<file path="src/rtl/lbr_coord_div.sv">
// ----------------------------------------------------------------------------
// lbr_coord_div
// Pipelined restoring divider, one quotient bit per stage. The numerator's
// upper half must be below the divisor; the divisor holds during use.
// ----------------------------------------------------------------------------
`default_nettype none

module lbr_coord_div #(
  parameter int W = 13
) (
  input  logic           clk,
  input  logic           en,
  input  logic [2*W-1:0] num,
  input  logic [W-1:0]   den,
  output logic [W-1:0]   quo
);

  logic [W-1:0] rem_q [W];
  logic [W-1:0] low_q [W];
  logic [W-1:0] quo_q [W];

  logic [W-1:0] rem_in [W];
  logic [W-1:0] low_in [W];
  logic [W-1:0] quo_in [W];
  logic [W:0]   trial  [W];
  logic [W:0]   diff   [W];
  logic         ge     [W];

  always_comb begin
    rem_in[0] = num[2*W-1:W];
    low_in[0] = num[W-1:0];
    quo_in[0] = '0;
    for (int i = 1; i < W; i++) begin
      rem_in[i] = rem_q[i-1];
      low_in[i] = low_q[i-1];
      quo_in[i] = quo_q[i-1];
    end
    for (int i = 0; i < W; i++) begin
      trial[i] = {rem_in[i], low_in[i][W-1]};
      ge[i]    = trial[i] >= {1'b0, den};
      diff[i]  = trial[i] - {1'b0, den};
    end
  end

  always_ff @(posedge clk) begin
    if (en) begin
      for (int i = 0; i < W; i++) begin
        rem_q[i] <= ge[i] ? diff[i][W-1:0] : trial[i][W-1:0];
        low_q[i] <= low_in[i] << 1;
        quo_q[i] <= {quo_in[i][W-2:0], ge[i]};
      end
    end
  end

  assign quo = quo_q[W-1];

endmodule

`default_nettype wire

</file>
<file path="config.mk">
export PLATFORM = sky130hd
export DESIGN_NAME = lbr_coord_div
export DESIGN_NICKNAME = d
export VERILOG_FILES = /design/src/rtl/lbr_coord_div.sv
export SDC_FILE = /design/constraint.sdc
export NUM_CORES = 1
export LEC_CHECK = 0
export BUFFER_PORTS_ARGS = -buffer_cell sky130_fd_sc_hd__buf_2
export CELL_PAD_IN_SITES_DETAIL_PLACEMENT = 0
export CELL_PAD_IN_SITES_GLOBAL_PLACEMENT = 1
export CORE_MARGIN = 5
export CORE_UTILIZATION = 45
export CTS_CLUSTER_DIAMETER = 200
export DETAILED_ROUTE_END_ITERATION = 10
export PLACE_DENSITY = 0.76
export RECOVER_POWER = 50
export SLEW_MARGIN = 20
export SYNTH_ARGS = -nofsm -noshare
export SYNTH_HDL_FRONTEND = slang
export SYNTH_SLANG_ARGS = --single-unit
export TNS_END_PERCENT = 1
</file>
<file path="constraint.sdc">
create_clock -name clk -period 5.7 [get_ports clk]
set_clock_uncertainty 0.2 [all_clocks]
set_input_delay 0.285 -clock clk [delete_from_list [all_inputs] [get_ports clk]]
set_output_delay 0.285 -clock clk [all_outputs]
set_load 0.02 [all_outputs]
</file>
==> results of run 1 <==
[cells in the mapped netlist (all sizes together) (12+ instances only)]
| cell type | count |
|---|---|
| mux2i | 22 |
| inv | 74 |
| nand3 | 19 |
| a21o | 52 |
| a211oi | 12 |
| ha | 169 |
| and3 | 12 |
| nand2b | 25 |
| nand4 | 22 |
| nor3 | 41 |
| nor2 | 91 |
| edfxtp | 325 |
| nor2b | 32 |
| nand2 | 60 |
| o31ai | 12 |
| fa | 12 |
| xor2 | 42 |
| clkbuf | 19 |
| o21a | 31 |
| xnor2 | 61 |
| o21ai | 71 |
| a21oi | 110 |
| o211ai | 13 |
| mux2 | 106 |
[per-stage QoR]
step | utilization, % | setup slack, ns | hold slack (ns)
2_1_floorplan | - | 2.574 | 0.1839
3_3_place_gp | 47.89 | 1.502 | 0.2007
3_5_place_dp | 47.89 | 1.388 | 0.2045
4_1_cts | 51.50 | 1.661 | 0.1945
5_1_grt | 51.43 | 1.399 | 0.2130
6_report | 51.43 | 1.696 | 0.2120
[logic make-up (layout without fill, tap and decap cells)]
group                    after synthesis  after routing  synth area share (%)
adder cells (fa/ha/maj)              181            181                 12.21
AND/OR/NAND/NOR                      350            350                 9.454
XOR/XNOR                             103            103                 4.678
multiplexers                         128            128                 7.332
buffers and inverters                103            231                 2.219
flip-flops                           325            325                 50.61
AO/OA/AOI/OAI                        380            380                 13.49
[worst reg2reg max path, stage by stage, from the launching register on]
cell and delay [ns]:
edfxtp_1 0.38, inv_1 0.20, ha_1 0.23, fa_1 0.22, nor2b_1 0.06, o21ai_1 0.16, nand2_1 0.11, a311oi_1 0.41
a21oi_1 0.17, nor4_4 0.84, mux2_2 0.41
[sequential cells by signal (all words and copies together) (netlist names)]
signal and cells:
low_q 78, quo_q 91, rem_q 156
[where the power goes]
group,internal (mW),switching (mW)
clock,1.47,0.987
combinational,2.32,2.63
sequential,3.61,0.384
total,7.41,4.00
[how the worst max path moves through the flow]
stage | from | end
floorplan | den[2] | rem_q[0][50]$_DFFE_PP_
global placement | den[1] | rem_q[0][3]$_DFFE_PP_
detailed placement | den[1] | rem_q[0][1]$_DFFE_PP_
CTS | den[1] | rem_q[0][12]$_DFFE_PP_
global route | den[1] | rem_q[0][12]$_DFFE_PP_
finish | den[1] | rem_q[0][12]$_DFFE_PP_
[final cells by class]
cell class              count  area share, %
clock inverters            26          1.455
well taps                 539          3.112
inverters                  74          1.282
flip-flops and latches    325          45.04
clock buffers              40          4.325
multi-input cells        1142          41.97
repair buffers             91          2.812
[repair_timing]
| action | in CTS | in global routing |
|---|---|---|
| resized for setup | 0 | 0 |
| hold buffers | 27 | 0 |
| endpoints found under the hold margin | 31 | 0 |
[metal layers]
| metal | track usage [%] | vias to the layer above | share of wire (%) |
|---|---|---|---|
| li1 | - | 6238 | - |
| met1 | 23.08 | 5996 | 45 |
| met2 | 30.12 | 229 | 48 |
| met3 | 2.904 | 86 | 3.7 |
| met4 | 6.594 | 0 | 3.6 |
| met5 | 0 | - | 0 |
==> flow_metrics.py, run 1 <==
metrics = {
    "timing": {
        "min_period_ns": 4.004,
        "tightest_slew_ns": 3.213,
        "tns_ns": 0,
        "clock.fmax_mhz": 249.8,
        "setup_violations": 0,
        "max_slew_margin_pct": -114.2,
        "grt_setup_unrepaired": "no",
        "slew_violations": 129,
        "hold_violations": 0,
        "post-route-period-util_pct": 70.24,
    },
    "grt": {
        "grt_max_degree": 129,
        "grt_overflow": 0,
        "grt_use_total_pct": 17.76,
        "grt_pass1_vias": 12531,
        "grt_pass1_wl_um": 66710,
        "antenna_found_initial": 0,
    },
    "run_status": {
        "status": "finished with violations",
        "violations": "max-capacitance violations, max-slew violations",
    },
    "layout": {
        "multi_input_area_um2": 9095,
        "nNetsFinal": 1893,
        "regArea_um2": 9759,
        "final_cell_mix": "edfxtp_1 (325), ha_1 (169), a21oi_1 (107)",
        "num_antenna_cells": 0,
        "layout_commonest_cell": "edfxtp_1",
        "n_fill_cell": 3646,
        "areaGrowthSynthToFinish_pct": 12.37,
        "design_area_um2": 21670,
        "fin_cells": 2237,
        "layout-drive-gt1-share_pct": 10.13,
    },
    "yosys": {
        "ys.flop_type": "edfxtp_1",
        "ys_seq_area_share_pct": 50.61,
        "yosys.area.top_type": "edfxtp_1",
        "syn-num-nets": 1792,
        "synth_seq_cells": 325,
        "yosys.area.top_type_share_pct": 50.61,
        "synth.area.top_cells": "edfxtp_1 (51%), ha_1 (11%), mux2_1 (4.6%)",
        "synth_edf_count": 325,
        "synth.distinct_cells": 75,
        "yosys_warnings": 0,
        "synthCells": 1570,
        "syn-cell-area_um2": 19280,
        "syn_avg_cell_area_um2": 12.28,
        "async_flop_share_pct": 0,
    },
    "hold_path": {
        "hold_end": "quo_q[1][3]$_DFFE_PP_",
        "hold_path_class": "reg -> reg",
        "min_path_cells": 0,
        "min_from": "quo_q[0][93]$_DFFE_PP_",
    },
    "worst_setup_path": {
        "required_ns": 5.80,
        "startpoint_type": "input pin",
        "worstSetupPathType": "in -> reg",
        "crit_path_max_incr_delay_ns": 0.61,
        "regToRegStartpoint": "low_q[1][35]$_DFFE_PP_",
        "r2r_setup_slack_ns": 2.06,
        "critPathSlowestCell": "fa_1",
        "path_buf_inv": 3,
        "ff2ff_path_depth": 10,
        "path_cells": "buf_2, inv_1, fa_1, a21o_1, a21o_1, a221oi_1, o21ai_0, a21oi_1, o2bb2ai_1, a21oi_1, dlygate4sd3_1",
        "critical-path-top-delay-family": "buffers and inverters",
        "end_kind": "flip-flop",
        "crit_fanout": 14,
        "critical_path_depth": 11,
        "arrival_ns": 4.11,
        "r2r-end": "rem_q[1][51]$_DFFE_PP_",
    },
    "clock_tree": {
        "cts_root_buffer": "clkbuf_16",
        "htree_levels": 2,
        "post_cts_buffers": 0,
        "insertion_delay_ns": 0.55,
        "cts_sinks": 325,
        "cts_buffer_depth": 3,
        "numCtsBuffers": 37,
        "cts_tree": "yes",
        "clk_pin_slew_ns": 0.06,
    },
    "routing": {
        "routed_wirelength_um": 42270,
        "drtIter0Drc": 615,
        "drt-wirelength-per-cell_um": 18.89,
        "postRouteAntennaNets": 0,
        "viasPerCell": 5.610,
        "drc": 0,
        "vias": 12549,
        "dr.pass1.iters": 5,
    },
    "place": {
        "dp_hpwl_um": 28960,
        "gp_congestion": 0.8518,
        "dp_cells": 2144,
        "portBuffers": 53,
        "placed_area_um2": 20180,
    },
    "floorplanning": {
        "pin_count": 54,
        "rows": 75,
        "coreArea_um2": 42130,
        "die_height_um": 217,
        "die_w_um": 217,
        "start_util_pct": 45.76,
        "dieArea_um2": 47090,
    },
    "power_and_ir_drop": {
        "p_leak_nw": 8.466,
        "p_per_area_nw_per_um2": 526.6,
        "ir_drop_mv": 0.3333,
        "total_power_mw": 11.41,
    },
    "flow_run": {
        "timing.max_cap.violations": 1,
    },
}
(Power assumes the default switching activity.)
==> run 2, diff against run 1 <==
- clock period: 5.7 -> 4.05 ns (I/O delays scaled with it)
==> run 2 against run 1 <==
Against the previous run: the run still ends with max-capacitance violations, max-slew violations left; global-route usage shrank 0.29 points; critical path depth grew 4; sequential power grew 39%; hold slack lost 0.060 ns; sequential share of layout area shrank 0.14 points; register-to-register slack lost 1.3 ns; clock power grew 30%; first-iteration DRC count grew 21%; combinational power grew 43%; sequential cell count is the same; power grew 39%; design area grew 0.31%; critical endpoint unchanged.
==> flow_metrics.py, run 2 (synthesized netlist as in run 1, its figures left out) <==
metrics = {
    "clock_tree": {
        "numCtsBuffers": 38,
        "clk_pin_slew_ns": 0.06,
        "cts_buffer_depth": 3,
        "postCtsResizedCells": 0,
        "htree_levels": 2,
        "cts_root_buffer": "clkbuf_16",
        "cts_tree": "yes",
        "cts_sinks": 325,
        "insertion_delay_ns": 0.55,
    },
    "routing": {
        "drc": 0,
        "postRouteAntennaNets": 0,
        "drt-wirelength-per-cell_um": 18.41,
        "dr.pass1.iters": 5,
        "viasPerCell": 5.621,
        "routed_wirelength_um": 41630,
        "drtIter0Drc": 743,
        "vias": 12709,
    },
    "grt": {
        "grt_pass1_wl_um": 66080,
        "grt_overflow": 0,
        "grt_max_degree": 86,
        "grt_use_total_pct": 17.47,
        "antenna_found_initial": 0,
        "grt_pass1_vias": 12578,
    },
    "timing": {
        "holdWs_ns": 0.1522,
        "hold_violations": 0,
        "max_slew_margin_pct": -12.93,
        "slew_violations": 137,
        "min_period_ns": 3.494,
        "tightest_slew_ns": 1.694,
        "worst_slack_ns": 0.5565,
        "post-route-period-util_pct": 86.26,
        "setup_violations": 0,
        "grt_setup_unrepaired": "no",
        "clock.fmax_mhz": 286.2,
        "tns_ns": 0,
    },
    "floorplanning": {
        "start_util_pct": 45.76,
        "die_w_um": 217,
        "pin_count": 54,
        "coreArea_um2": 42130,
        "rows": 75,
        "die_height_um": 217,
        "dieArea_um2": 47090,
    },
    "run_status": {
        "status": "finished with violations",
        "violations": "max-capacitance violations, max-slew violations",
    },
    "power_and_ir_drop": {
        "total_power_mw": 15.88,
        "ir_drop_mv": 0.3873,
        "p_sw_share_pct": 35.29,
        "p_clk_share_pct": 20.2,
        "power_frac_seq_pct": 35.1,
        "p_leak_nw": 8.537,
        "p_per_area_nw_per_um2": 730.5,
        "intPower_mw": 10.27,
        "power_frac_comb_pct": 44.7,
        "power.switching_mw": 5.604,
    },
    "layout": {
        "n_fill_cell": 3716,
        "final_cell_mix": "edfxtp_1 (325), ha_1 (169), a21oi_1 (107)",
        "largest_register_ffs": 156,
        "design_area_um2": 21740,
        "nNetsFinal": 1918,
        "areaGrowthSynthToFinish_pct": 12.72,
        "num_antenna_cells": 0,
        "reg_top3": "rem_q x156, quo_q x91, low_q x78",
        "regMostFlops": "rem_q",
        "layout_commonest_cell": "edfxtp_1",
        "layout-drive-gt1-share_pct": 11.15,
    },
    "worst_setup_path": {
        "arrival_ns": 3.58,
        "crit_path_max_incr_delay_ns": 0.56,
        "crit_fanout": 3,
        "worstSetupPathType": "in -> reg",
        "required_ns": 4.14,
        "end_kind": "flip-flop",
        "critPathSlowestCell": "dlygate4sd3_1",
        "startpoint_type": "input pin",
        "path_cells": "dlygate4sd3_1, buf_2, inv_1, ha_1, inv_1, fa_1, a21o_1, a21o_1, a221oi_1, buf_4, o21ai_0, a21oi_1, o2bb2ai_1, a21oi_1, dlygate4sd3_1",
    },
    "place": {
        "place_ws_ns": 0.5152,
        "placed_area_um2": 20380,
        "portBuffers": 53,
        "gp_congestion": 0.8486,
        "dp_hpwl_um": 29260,
    },
    "hold_path": {
        "hold_path_class": "in -> reg",
    },
    "flow_run": {
        "timing.max_cap.violations": 2,
    },
}
-- run 2: layout make-up --
| cell class | count | area (um2) | share of cell area [%] |
|---|---|---|---|
| clock buffer | 43 | 969.7 | 4.461 |
| timing repair buffer | 115 | 779.5 | 3.586 |
| sequential | 325 | 9759 | 44.90 |
| clock inverter | 23 | 180.2 | 0.8289 |
| multi-input combinational | 1142 | 9095 | 41.84 |
| inverter | 74 | 277.8 | 1.278 |
| tap | 539 | 674.4 | 3.103 |
-- run 2: final timing paths --
path / startpoint / end / slack [ns] / depth (start not counted)
max: num[12] / rem_q[0][12]$_DFFE_PP_ / 0.56 / 15
min: num[25] / quo_q[0][0]$_DFFE_PP_ / 0.15 / 3
max reg2reg: low_q[1][35]$_DFFE_PP_ / rem_q[1][46]$_DFFE_PP_ / 0.79 / 11
min reg2reg: quo_q[1][21]$_DFFE_PP_ / quo_q[1][35]$_DFFE_PP_ / 0.21 / 0
-- run 2: worst max-delay path, delay by kind of cell --
family / cells / cell delay (ns)
compound gates: 7 / 1.30
buf+inv: 6 / 1.53
fa+ha+maj: 2 / 0.57
-- run 2: what timing repair did --
item | 4_1_cts | 5_1_grt
hold buffers | 27 | 0
endpoints found under the setup margin | 0 | 0
setup buffers | 0 | 0
hold endpoints to repair | 90 | 0
-- run 2: per-layer routing --
layer	up-vias	routed length (um)	global-route usage, %
met3	78	1644	2.432
met4	0	1352	6.446
met1	6105	18160	22.32
li1	6284	-	-
met5	-	0	0
met2	242	20470	30.42
-- run 2: power by group through the flow --
stage / logic (mW) / clock network [mW] / registers, mW
2_1_floorplan: 5.63 / 0 / 5.40
3_3_place_gp: 6.91 / 0 / 5.64
4_1_cts: 7.13 / 3.31 / 5.58
3_5_place_dp: 7.04 / 0 / 5.65
5_1_grt: 7.92 / 3.47 / 5.65
6_report: 7.10 / 3.20 / 5.58
-- run 2: through the flow --
stage / cells / util [%]
finish: 2261 / 51.59
global route: 2261 / 51.59
CTS: 2261 / 51.74
detailed placement: 2168 / 48.37
global placement: 2168 / 48.37
floorplan: 1570 / -
