**src/rtl/lbr_pkg.sv**
```systemverilog
// ----------------------------------------------------------------------------
// lbr_pkg
// Shared widths, register indexes and the setup sequencer states of the
// letterbox resize address generator.
// ----------------------------------------------------------------------------
`default_nettype none

package lbr_pkg;

  localparam int COORD_W    = 12;  // out_x, out_y, src_col, src_row
  localparam int INDEX_W    = 24;  // src_index
  localparam int FILL_W     = 8;   // fill_level, pad_value
  localparam int DIM_REG_W  = 13;  // src_width, src_height, out_side
  localparam int CFG_IDX_W  = 3;
  localparam int CFG_DATA_W = 13;

  localparam logic [CFG_IDX_W-1:0] REG_SRC_WIDTH   = 3'd0;
  localparam logic [CFG_IDX_W-1:0] REG_SRC_HEIGHT  = 3'd1;
  localparam logic [CFG_IDX_W-1:0] REG_OUT_SIDE    = 3'd2;
  localparam logic [CFG_IDX_W-1:0] REG_CENTER_MODE = 3'd3;
  localparam logic [CFG_IDX_W-1:0] REG_FILL_LEVEL  = 3'd4;

  localparam logic [DIM_REG_W-1:0] DIM_RESET = 13'd640;

  typedef enum logic [4:0] {
    ST_IDLE = 5'b00001,
    ST_LOAD = 5'b00010,
    ST_MUL  = 5'b00100,
    ST_DIV  = 5'b01000,
    ST_OFFS = 5'b10000
  } setup_state_t;

endpackage

`default_nettype wire

```
**src/rtl/lbr_setup.sv**
```systemverilog
// ----------------------------------------------------------------------------
// lbr_setup
// Configuration registers and the frame geometry sequencer: scaled size by
// a bit-serial divider, then the letterbox offsets.
// ----------------------------------------------------------------------------
`default_nettype none

module lbr_setup import lbr_pkg::*; #(
  parameter int MAX_DIM = 4096,
  parameter int W       = 13
) (
  input  logic                  clk,
  input  logic                  rst,
  input  logic                  cfg_we,
  input  logic [CFG_IDX_W-1:0]  cfg_index,
  input  logic [CFG_DATA_W-1:0] cfg_data,
  output logic                  busy,
  output logic [W-1:0]          iw,
  output logic [W-1:0]          ih,
  output logic [W-1:0]          side,
  output logic [W-1:0]          nw,
  output logic [W-1:0]          nh,
  output logic [W-1:0]          dx,
  output logic [W-1:0]          dy,
  output logic [W:0]            x_end,
  output logic [W:0]            y_end,
  output logic [FILL_W-1:0]     fill
);

  localparam int SW    = (W > DIM_REG_W) ? W : DIM_REG_W;
  localparam int PW    = 2 * W;
  localparam int CNT_W = $clog2(W);

  logic [DIM_REG_W-1:0] src_width;
  logic [DIM_REG_W-1:0] src_height;
  logic [DIM_REG_W-1:0] out_side;
  logic                 center_mode;

  setup_state_t state;
  logic [CNT_W-1:0] cnt;

  logic [W-1:0]  scale;
  logic [W-1:0]  rem [2];
  logic [W-1:0]  low [2];
  logic [W-1:0]  quo [2];

  logic [W-1:0]  max_src;
  logic [W-1:0]  scale_next;
  logic [PW-1:0] prod [2];
  logic [W:0]    trial [2];
  logic [W:0]    diff [2];
  logic          ge [2];
  logic [W-1:0]  nw_fin;
  logic [W-1:0]  nh_fin;
  logic [W-1:0]  dx_next;
  logic [W-1:0]  dy_next;

  function automatic logic [W-1:0] sat_dim(input logic [DIM_REG_W-1:0] v);
    logic [SW-1:0] e;
    logic [SW-1:0] lim;
    logic [SW-1:0] s;
    e   = SW'(v);
    lim = SW'(MAX_DIM);
    s   = (e > lim) ? lim : e;
    return s[W-1:0];
  endfunction

  always_comb begin
    max_src    = (iw > ih) ? iw : ih;
    scale_next = (side > max_src) ? side : max_src;
    prod[0]    = PW'(iw) * PW'(side);
    prod[1]    = PW'(ih) * PW'(side);
    for (int k = 0; k < 2; k++) begin
      trial[k] = {rem[k], low[k][W-1]};
      ge[k]    = trial[k] >= {1'b0, scale};
      diff[k]  = trial[k] - {1'b0, scale};
    end
    // all three sizes zero: no scale, nothing inside
    nw_fin  = (scale == '0) ? '0 : quo[0];
    nh_fin  = (scale == '0) ? '0 : quo[1];
    dx_next = center_mode ? ((side - nw_fin) >> 1) : '0;
    dy_next = center_mode ? ((side - nh_fin) >> 1) : '0;
  end

  always_ff @(posedge clk) begin
    if (rst) begin
      state       <= ST_LOAD;
      cnt         <= '0;
      src_width   <= DIM_RESET;
      src_height  <= DIM_RESET;
      out_side    <= DIM_RESET;
      center_mode <= 1'b0;
      fill        <= '0;
    end else begin
      if (cfg_we) begin
        unique case (cfg_index)
          REG_SRC_WIDTH:   src_width   <= cfg_data[DIM_REG_W-1:0];
          REG_SRC_HEIGHT:  src_height  <= cfg_data[DIM_REG_W-1:0];
          REG_OUT_SIDE:    out_side    <= cfg_data[DIM_REG_W-1:0];
          REG_CENTER_MODE: center_mode <= cfg_data[0];
          REG_FILL_LEVEL:  fill        <= cfg_data[FILL_W-1:0];
          default: ;
        endcase
      end
      if (cfg_we) begin
        state <= ST_LOAD;
      end else begin
        unique case (state)
          ST_IDLE: state <= ST_IDLE;
          ST_LOAD: state <= ST_MUL;
          ST_MUL: begin
            state <= ST_DIV;
            cnt   <= '0;
          end
          ST_DIV: begin
            if (cnt == CNT_W'(W - 1)) begin
              state <= ST_OFFS;
            end else begin
              cnt <= cnt + 1'b1;
            end
          end
          ST_OFFS: state <= ST_IDLE;
          default: state <= ST_LOAD;
        endcase
      end
    end
  end

  always_ff @(posedge clk) begin
    unique case (state)
      ST_LOAD: begin
        iw   <= sat_dim(src_width);
        ih   <= sat_dim(src_height);
        side <= sat_dim(out_side);
      end
      ST_MUL: begin
        scale <= scale_next;
        for (int k = 0; k < 2; k++) begin
          rem[k] <= prod[k][PW-1:W];
          low[k] <= prod[k][W-1:0];
          quo[k] <= '0;
        end
      end
      ST_DIV: begin
        for (int k = 0; k < 2; k++) begin
          rem[k] <= ge[k] ? diff[k][W-1:0] : trial[k][W-1:0];
          low[k] <= low[k] << 1;
          quo[k] <= {quo[k][W-2:0], ge[k]};
        end
      end
      ST_OFFS: begin
        nw    <= nw_fin;
        nh    <= nh_fin;
        dx    <= dx_next;
        dy    <= dy_next;
        x_end <= {1'b0, dx_next} + {1'b0, nw_fin};
        y_end <= {1'b0, dy_next} + {1'b0, nh_fin};
      end
      default: ;
    endcase
  end

  assign busy = (state != ST_IDLE);

endmodule

`default_nettype wire

```
**config.mk**
```make
export PLATFORM = sky130hd
export DESIGN_NAME = lbr_setup
export DESIGN_NICKNAME = d
export VERILOG_FILES = /design/src/rtl/lbr_pkg.sv /design/src/rtl/lbr_setup.sv
export SDC_FILE = /design/constraint.sdc
export NUM_CORES = 1
export LEC_CHECK = 0
export ABC_AREA = 1
export BUFFER_PORTS_ARGS = -buffer_cell sky130_fd_sc_hd__buf_2
export CAP_MARGIN = 20
export CORE_UTILIZATION = 45
export DETAILED_ROUTE_END_ITERATION = 16
export GPL_TIMING_DRIVEN = 0
export PLACE_DENSITY = 0.61
export SLEW_MARGIN = 25
export SYNTH_ARGS = -nofsm -noshare
export SYNTH_HDL_FRONTEND = slang
export SYNTH_SLANG_ARGS = --single-unit
```
**constraint.sdc**
```tcl
create_clock -name clk -period 14.3 [get_ports clk]
set_clock_uncertainty 0.15 [all_clocks]
set_input_delay 2.145 -clock clk [delete_from_list [all_inputs] [get_ports clk]]
set_output_delay 2.145 -clock clk [all_outputs]
set_load 0.005 [all_outputs]
```
==> qor.yml, run 1 <==
routing:
  dr.pass1.iters: 5
  drcViolationCount: 0
  ant_nets: 0
  routedWlPerCell_um: 17.4
  wirelength_mm: 76.9
  drt-initial-drc-count: 1647
  vias: 22146
  via_per_inst: 5.01
logic_synthesis:
  yosys_register_bits: 265
  yosys_warnings: 0
  yosysSeqAreaShare: 0.274
  synth_area_leader_cell: "edfxtp_1"
  avgSynthCellArea_um2: 7.84
  ys_types: 45
  synth_top_area_share: 0.232
  yosys-top-cells-area: "edfxtp_1, fa_1, nand2_1"
  netlist_area_mm2: 0.0269
  synth_cells: 3432
cts:
  clock_path_buffers: 3
  numCtsBuffers: 31
  post_cts_resized: 0
  cts_tree: "built"
  htree_levels: 1
  clk_pin_slew_ns: 0.06
  hold_buffers: 0
  clock_latency_ns: 0.60
  clock-sinks: 265
  cts-root-buf: "clkbuf_16"
  cts_setup_buffers: 0
placement:
  post-place-cells: 4361
  portBuffers: 144
  place_area_mm2: 0.0288
  routabilityCongestion: 0.935
  hpwl_mm: 61.8
worst_hold_path:
  hold_path.class: "flip-flop to flip-flop"
power_and_ir_drop:
  fin_total_pwr_mw: 4.59
  p_leak_nw: 15.9
  powerDensity_mw_per_mm2: 154
  ir_drop_v: 0.000115
grt:
  grt_pass1_wl_mm: 121
  grt_pass1_vias: 21749
  grt_antenna_before_repair: 0
  overflow: 0
  grt_max_degree: 49
  grt.total_usage: 0.258
die:
  die_y_um: 247
  num_rows: 89
  coreArea_mm2: 0.0590
  die_x_um: 247
  ios: 147
  start_util: 0.456
  dieArea_mm2: 0.0608
critical_path:
  worstPathArrival_ns: 7.06
  cp_slowest_stage_delay_ns: 0.68
  startpoint_type: "flip-flop"
  worstPathRequired_ns: 14.50
  cp-end-kind: "flip-flop"
  critical_path_class: "flip-flop to flip-flop"
  path_cells: "clkbuf_1, clkbuf_1, nand2_1, fa_1, inv_1, fa_1, fa_1, fa_1, inv_1, fa_1, inv_1, ha_1, nand2_1, inv_1, nand2_1, nor3_1, nand3_1, nand3_1, nand2_1, nand3_1, nand2_1"
  worstPathMaxFanout: 10
  slowest_stage: "clkbuf_1"
finish:
  antenna_cells: 0
  final_common_cell: "nand2_1"
  design_area_mm2: 0.0298
  fillers: 5851
  finalNonFillerCells: 4419
  mostFrequentLayoutCells: "nand2_1, inv_1, fa_1"
  drive_gt1_frac: 0.0727
  seqCellArea_mm2: 0.00739
  nNetsFinal: 4130
  syn2layout_area_growth_pct: 10.9
  multi_input_area_mm2: 0.0160
sta:
  worstMarginPinSlew_ns: 1.07
  setup-violations-final: 0
  relSlewSlack: 0.286
  post-route-period-util: 0.480
  setup_tns_ns: 0
  min_period_ns: 6.86
  timing_hold_violations_final: 0
  max_freq_mhz: 146
  rsz0062_at_grt: "false"
  finalMaxSlewViolations: 0
job:
  drv_cap: 0
outcome:
  outcome: "completed"
## critical path: cells and delay by family (launching register included)
kind          cells  cell delay, ns
buf+inv           6            1.57
simple gates      9            1.15
fa+ha+maj         6            3.17
flops             1            0.60
## cell usage after synthesis (all sizes together)
cell     instances
o21ai          113
xor2            30
o31ai            1
o21bai          11
o211ai           6
clkbuf          88
o2111ai          3
o21a             3
nor2           249
and2             5
a211oi           4
fa             248
and3             1
xnor2           28
inv            805
dfxtp           57
nor3b            1
buf             27
conb             1
nand2          847
nand3b          27
edfxtp         208
a21o             5
or2              5
a21oi          166
nor3            24
a31oi            7
ha             242
nor4            12
nand3          154
nand4           54
## per-stage QoR
| step | utilization | setup slack [ns] | hold slack, ns |
|---|---|---|---|
| after floorplan | - | 8.90 | 0.281 |
| after global placement | 0.485 | 7.40 | 0.301 |
| after detailed placement | 0.488 | 7.37 | 0.303 |
| after CTS | 0.506 | 7.39 | 0.311 |
| after global routing | 0.506 | 7.05 | 0.339 |
| final | 0.506 | 7.44 | 0.307 |
## path summary, 6_finish.rpt
check             startpoint    endpoint  slack (ns)  cells past startpoint
setup reg to reg     side[8]  rem[0][12]        7.44                     21
setup / recovery     side[8]  rem[0][12]        7.44                     21
hold reg to reg       cnt[0]      cnt[0]        0.31                      1
hold / removal        cnt[0]      cnt[0]        0.31                      1
## cell families (layout without fill, tap and decap cells)
kind of cell / after synthesis / count (layout) / share of synthesized area
flip-flops: 265 / 265 / 0.274
AND/OR/NAND/NOR: 1379 / 1379 / 0.215
adder cells (fa/ha/maj): 490 / 490 / 0.297
buffers and inverters: 920 / 1133 / 0.130
other: 1 / 2 / 0.000139
XOR/XNOR: 58 / 58 / 0.0189
AO/OA/AOI/OAI: 319 / 319 / 0.0642
## flip-flops by register name (all words and copies together) (netlist names), 8 cells and up
| register | cells |
|---|---|
| rem | 26 |
| quo | 26 |
| ih | 13 |
| out_side | 13 |
| nh | 13 |
| fill | 8 |
| src_height | 13 |
| x_end | 14 |
| nw | 13 |
| iw | 13 |
| y_end | 14 |
| low | 26 |
| src_width | 13 |
| dy | 12 |
| side | 13 |
| scale | 13 |
| dx | 12 |
## routing by layer
layer	vias to the layer above	GRT usage	wire length, um
met4	0	0.0724	2240
met3	99	0.0347	4420
met5	-	0	0
li1	10990	-	-
met1	10403	0.363	35800
met2	654	0.413	34500
## layout make-up
type,count,share of cell area
Clock inverter,14,0.00578
Buffer,115,0.0164
Timing Repair Buffer,155,0.0293
Multi-Input combinational cell,2248,0.537
Inverter,805,0.101
Tap cell,773,0.0324
Sequential cell,265,0.247
Clock buffer,44,0.0300
## where the power goes
part           internal [mW]  total, mW  switching [mW]
Clock                  0.492      0.817           0.325
Sequential             0.949      0.999          0.0494
Combinational          0.994       2.77            1.78
Total                   2.43       4.59            2.16
Note: power is estimated with default switching activity, not from simulation.
==> inputs of run 2 (changes only) <==
--- a/config.mk
+++ b/config.mk
@@ -11,7 +11,7 @@
 export CORE_UTILIZATION = 45
 export DETAILED_ROUTE_END_ITERATION = 16
 export GPL_TIMING_DRIVEN = 0
-export PLACE_DENSITY = 0.61
+export PLACE_DENSITY = 0.63
 export SLEW_MARGIN = 25
 export SYNTH_ARGS = -nofsm -noshare
 export SYNTH_HDL_FRONTEND = slang
==> constraint.sdc (replaced) <==
create_clock -name clk -period 5.5 [get_ports clk]
set_clock_uncertainty 0.15 [all_clocks]
set_input_delay 0.825 -clock clk [delete_from_list [all_inputs] [get_ports clk]]
set_output_delay 0.825 -clock clk [all_outputs]
set_load 0.005 [all_outputs]
==> qor.yml, run 2 (synthesized netlist as in run 1, its figures left out) <==
outcome:
  outcome: "completed"  # unchanged
die:
  die_y_um: 247  # unchanged
  die_x_um: 247  # unchanged
  coreArea_mm2: 0.0590  # unchanged
  dieArea_mm2: 0.0608  # unchanged
  ios: 147  # unchanged
  start_util: 0.456  # unchanged
  num_rows: 89  # unchanged
finish:
  reg_top3: "low (26), quo (26), rem (26)"  # unchanged
  seqCellArea_mm2: 0.00739  # unchanged
  drive_gt1_frac: 0.135  # was 0.0727
  fin_util: 0.531  # was 0.506
  fillers: 5658  # was 5851
  final_common_cell: "nand2_1"  # unchanged
  multi_input_area_mm2: 0.0165  # was 0.0160 mm2
  antenna_cells: 0  # unchanged
  nNetsFinal: 4212  # was 4130
  mostFrequentLayoutCells: "nand2_1, inv_1, fa_1"  # unchanged
  syn2layout_area_growth_pct: 16.4  # was 10.9%
  design_area_mm2: 0.0313  # was 0.0298 mm2
  finalNonFillerCells: 4497  # was 4419
critical_path:
  path_cells: "buf_4, nand2_1, inv_1, fa_1, fa_1, fa_1, fa_1, inv_1, fa_1, inv_1, ha_4, nand2_1, inv_1, nand2_1, nand2_1, o21bai_2, inv_1, nand2_1, or2_2, nand3_1, nand2_1"  # was clkbuf_1, clkbuf_1, nand2_1, fa_1, inv_1, fa_1, fa_1, fa_1, inv_1, fa_1, inv_1, ha_1, nand2_1, inv_1, nand2_1, nor3_1, nand3_1, nand3_1, nand2_1, nand3_1, nand2_1
  cp_slowest_stage_delay_ns: 0.61  # was 0.68 ns
  worstPathMaxFanout: 6  # was 10
  worstPathRequired_ns: 5.69  # was 14.50 ns
  worstPathArrival_ns: 5.60  # was 7.06 ns
  startpoint_type: "flip-flop"  # unchanged
  crit_buf_inv: 6  # unchanged
  cp-end-kind: "flip-flop"  # unchanged
  cp_top_family: "adder cells"  # unchanged
  critical_path_class: "flip-flop to flip-flop"  # unchanged
  slowest_stage: "edfxtp_1"  # was clkbuf_1
  cpMostUsedCell: "nand2_1"
placement:
  hpwl_mm: 61.4  # was 61.8 mm
  place_area_mm2: 0.0288  # about the same
  pre_cts_ws_ns: -1.31  # was 7.37 ns
  routabilityCongestion: 0.937  # was 0.935
  portBuffers: 144  # unchanged
  post-place-cells: 4360  # was 4361
routing:
  drcViolationCount: 0  # unchanged
  ant_nets: 0  # unchanged
  wirelength_mm: 80.3  # was 76.9 mm
  routedWlPerCell_um: 17.9  # was 17.4 um
  via_per_inst: 5.09  # was 5.01
  vias: 22904  # was 22.1k
  drt-initial-drc-count: 2119  # was 1647
  dr.pass1.iters: 6  # was 5
grt:
  grt_max_degree: 53  # was 49
  grt_pass1_wl_mm: 125  # was 121 mm
  grt_pass1_vias: 22060  # was 21.7k
  overflow: 0  # unchanged
  grt_antenna_before_repair: 1  # was 0
  grt.total_usage: 0.268  # was 0.258
cts:
  clock_path_buffers: 3  # unchanged
  clock-sinks: 265  # unchanged
  clock_latency_ns: 0.58  # was 0.60 ns
  cts-root-buf: "clkbuf_16"  # unchanged
  hold_buffers: 0  # unchanged
  htree_levels: 1  # unchanged
  clk_pin_slew_ns: 0.06  # about the same
  numCtsBuffers: 30  # was 31
  cts_tree: "built"  # unchanged
sta:
  setup-violations-final: 0  # unchanged
  max_freq_mhz: 185  # was 146 MHz
  worstMarginPinSlew_ns: 0.798  # was 1.07 ns
  post-route-period-util: 0.984  # was 0.480
  rsz0062_at_grt: "true"  # was false
  finalMaxSlewViolations: 0  # unchanged
  timing_hold_violations_final: 0  # unchanged
  relSlewSlack: 0.463  # was 0.286
  fin_hold_ws_ns: 0.308  # was 0.307 ns
  setup_slack_ns: 0.0862  # was 7.44 ns
  min_period_ns: 5.41  # was 6.86 ns
worst_hold_path:
  hold_path.class: "input pin to flip-flop"  # was flip-flop to flip-flop
job:
  drv_cap: 0  # unchanged
power_and_ir_drop:
  powerDensity_mw_per_mm2: 416  # was 154 mW/mm2
  ir_drop_v: 0.000326  # was 0.000115 V
  p_leak_nw: 16.6  # was 15.9 nW
## run 2: changes by cell type in the layout (fill, tap and decap cells not counted), sizes merged
| cell | before | now |
|---|---|---|
| bufinv | 3 | 0 |
| buf | 182 | 294 |
| clkbuf | 132 | 101 |
## run 2: stage by stage
stage,power [mW],TNS [ns]
after floorplan,7.63,0
after global placement,9.55,-110.84
after detailed placement,9.61,-40.51
after CTS,11.9,0
after global routing,14.2,-0.657
final,13.0,0
## run 2: metal layers
metal  vias up  wire (um)  global-route usage
met4         2       3660               0.107
met5         -         13                   0
met2       761      36400               0.429
met1     10827      35100               0.366
li1      11169          -                   -
met3       145       5120              0.0338
## run 2: cell type report
cell class              count  area share
plain buffers             113      0.0302
clock buffers              42      0.0281
clock inverters            11     0.00252
inverters                 805      0.0965
multi-input cells        2248       0.528
flip-flops and latches    265       0.236
well taps                 773      0.0309
repair buffers            240      0.0484
## run 2: repair_timing
action,4_1_cts,5_1_grt
pin swaps,4,46
resized for setup,141,180
setup buffers,45,41
endpoints found under the setup margin,42,31
## run 2: worst paths after layout
kind / from / endpoint / slack, ns / cells past startpoint
worst max register to register: iw[7] / rem[0][4] / 0.09 / 21
worst min register to register: cnt[0] / cnt[0] / 0.31 / 1
worst min-delay path: rst / cnt[1] / 0.31 / 2
worst max-delay path: iw[7] / rem[0][4] / 0.09 / 21
## run 2: power by group
part	switching (mW)	internal, mW	total (mW)
combinational	5.17	3.36	8.53
clock	0.829	1.12	1.94
sequential	0.0836	2.47	2.55
total	6.08	6.94	13.0
==> inputs of run 3 (changes only) <==
--- a/config.mk
+++ b/config.mk
@@ -11,7 +11,7 @@
 export CORE_UTILIZATION = 45
 export DETAILED_ROUTE_END_ITERATION = 16
 export GPL_TIMING_DRIVEN = 0
-export PLACE_DENSITY = 0.63
+export PLACE_DENSITY = 0.61
 export SLEW_MARGIN = 25
 export SYNTH_ARGS = -nofsm -noshare
 export SYNTH_HDL_FRONTEND = slang
==> constraint.sdc (replaced) <==
create_clock -name clk -period 6.2 [get_ports clk]
set_clock_uncertainty 0.15 [all_clocks]
set_input_delay 0.93 -clock clk [delete_from_list [all_inputs] [get_ports clk]]
set_output_delay 0.93 -clock clk [all_outputs]
set_load 0.005 [all_outputs]
==> qor.yml, run 3 (synthesized netlist as in run 1, its figures left out) <==
cts:
  htree_levels: 1  # unchanged
  clock-sinks: 265  # unchanged
  hold_buffers: 0  # unchanged
  numCtsBuffers: 31  # was 30
  cts-root-buf: "clkbuf_16"  # unchanged
  clock_latency_ns: 0.60  # was 0.58 ns
  cts_tree: "built"  # unchanged
  clk_pin_slew_ns: 0.06  # about the same
  clock_path_buffers: 3  # unchanged
worst_hold_path:
  holdPathStages: 1  # was 2
  min-delay-start: "cnt[0]"  # was rst
  hold_path.class: "flip-flop to flip-flop"  # was input pin to flip-flop
  hold_end: "cnt[0]"  # was cnt[1]
finish:
  nNetsFinal: 4156  # was 4212
  design_area_mm2: 0.0302  # was 0.0313 mm2
  drive_gt1_frac: 0.0910  # was 0.135
  mostFrequentLayoutCells: "nand2_1, inv_1, fa_1"  # unchanged
  antenna_cells: 0  # unchanged
  fillers: 5838  # was 5658
  syn2layout_area_growth_pct: 12.0  # was 16.4%
  final_common_cell: "nand2_1"  # unchanged
  reg_top3: "low (26), quo (26), rem (26)"  # unchanged
critical_path:
  worstPathMaxFanout: 10  # was 6
  r2r_cells: 22  # was 21
  startpoint_type: "flip-flop"  # unchanged
  rr_endpoint: "rem[0][4]"  # unchanged
  worstPathArrival_ns: 6.14  # was 5.60 ns
  critical_path_class: "flip-flop to flip-flop"  # unchanged
  cp-end-kind: "flip-flop"  # unchanged
  r2r_slack_ns: 0.26  # was 0.09 ns
  r2r_start: "side[4]"  # was iw[7]
  worstPathRequired_ns: 6.40  # was 5.69 ns
power_and_ir_drop:
  powerDensity_mw_per_mm2: 353  # was 416 mW/mm2
  p_leak_nw: 16.1  # was 16.6 nW
  ir_drop_v: 0.000264  # was 0.000326 V
sta:
  max_freq_mhz: 168  # was 185 MHz
  finalMaxSlewViolations: 0  # unchanged
  setup-violations-final: 0  # unchanged
  min_period_ns: 5.94  # was 5.41 ns
  fin_hold_ws_ns: 0.307  # was 0.308 ns
  relSlewSlack: 0.399  # was 0.463
  worstMarginPinSlew_ns: 0.902  # was 0.798 ns
  timing_hold_violations_final: 0  # unchanged
  post-route-period-util: 0.959  # was 0.984
routing:
  vias: 22248  # was 22.9k
  drcViolationCount: 0  # unchanged
  via_per_inst: 5.01  # was 5.09
  dr.pass1.iters: 6  # unchanged
  routedWlPerCell_um: 17.4  # was 17.9 um
  wirelength_mm: 77.3  # was 80.3 mm
  ant_nets: 0  # unchanged
  drt-initial-drc-count: 1807  # was 2119
placement:
  portBuffers: 144  # unchanged
  routabilityCongestion: 0.935  # was 0.937
  hpwl_mm: 61.8  # was 61.4 mm
  place_area_mm2: 0.0288  # about the same
job:
  drv_cap: 0  # unchanged
die:
  num_rows: 89  # unchanged
  die_x_um: 247  # unchanged
  ios: 147  # unchanged
  coreArea_mm2: 0.0590  # unchanged
  dieArea_mm2: 0.0608  # unchanged
  start_util: 0.456  # unchanged
  die_y_um: 247  # unchanged
grt:
  grt_pass1_wl_mm: 121  # was 125 mm
  grt.total_usage: 0.259  # was 0.268
  grt_antenna_before_repair: 0  # was 1
  grt_pass1_vias: 21782  # was 22.1k
  overflow: 0  # unchanged
  grt_max_degree: 49  # was 53
outcome:
  outcome: "completed"  # unchanged
run 3: cell count changes in the layout (fill, tap and decap cells not counted), moves of 14 or more:
cell,before,now
ha_4,18,0
clkbuf_1,32,54
nand2_1,826,840
o21ai_0,94,110
nor2_1,228,242
a21oi_1,150,164
ha_1,222,242
buf_4,93,36
o21ai_1,15,1
run 3: timing repair:
item,in CTS,in global routing
pin swaps,0,0
resized for setup,37,50
cloned,0,0
setup endpoints to repair,36,26
setup buffers,4,23
run 3: critical path: stages (launching register included):
cell,delay [ns]
edfxtp_1,0.41
buf_2,0.35
buf_2,0.38
nand2_1,0.12
fa_1,0.49
fa_1,0.51
inv_1,0.05
fa_1,0.49
fa_1,0.57
inv_1,0.06
fa_1,0.65
inv_1,0.08
ha_1,0.37
nand2_1,0.08
nand2_1,0.09
nand2_1,0.09
nand2_1,0.05
o21bai_1,0.19
inv_1,0.07
nand2_1,0.05
or2_2,0.26
nand3_1,0.08
nand2_1,0.06
run 3: worst max path at each step:
stage / startpoint / end / slack (ns) / cells after the start
after floorplan: side[9] / rem[0][4] / 0.80 / 20
after global placement: side[1] / low[0][25] / -0.70 / 18
after detailed placement: side[2] / rem[0][12] / -0.73 / 25
after CTS: side[11] / rem[0][12] / 0.005 / 21
after global routing: side[6] / rem[0][4] / -0.003 / 25
final: side[4] / rem[0][4] / 0.26 / 22
run 3: cell type report:
cell class                      instances  area [um2]  area share
Sequential cell                       265        7390       0.245
Inverter                              805        3020       0.100
Timing Repair Buffer                  182        1090      0.0362
Clock inverter                         14         173     0.00573
Clock buffer                           44         896      0.0297
Tap cell                              773         967      0.0321
Buffer                                114         578      0.0192
Multi-Input combinational cell       2248       16000       0.532
run 3: routing by layer:
layer / part of all wire / vias up / track usage
met1: 0.46 / 10434 / 0.364
met2: 0.45 / 670 / 0.415
met5: 0 / - / 0
li1: - / 11046 / -
met3: 0.062 / 98 / 0.0353
met4: 0.025 / 0 / 0.0748
run 3: stage by stage:
step	util	cells	power [mW]	TNS, ns	setup WS (ns)
after CTS	0.507	4423	10.6	0	0.00497
after detailed placement	0.488	4361	8.62	-18.47	-0.734
after floorplan	-	3433	6.77	0	0.803
final	0.511	4445	10.6	0	0.257
after global placement	0.485	4350	8.55	-33.64	-0.704
after global routing	0.511	4445	11.7	-0.00342	-0.00342
run 3: where the power goes:
part	total (mW)	internal, mW	switching [mW]
sequential	2.27	2.19	0.0839
combinational	6.49	2.32	4.16
clock	1.89	1.13	0.751
total	10.6	5.65	5.00
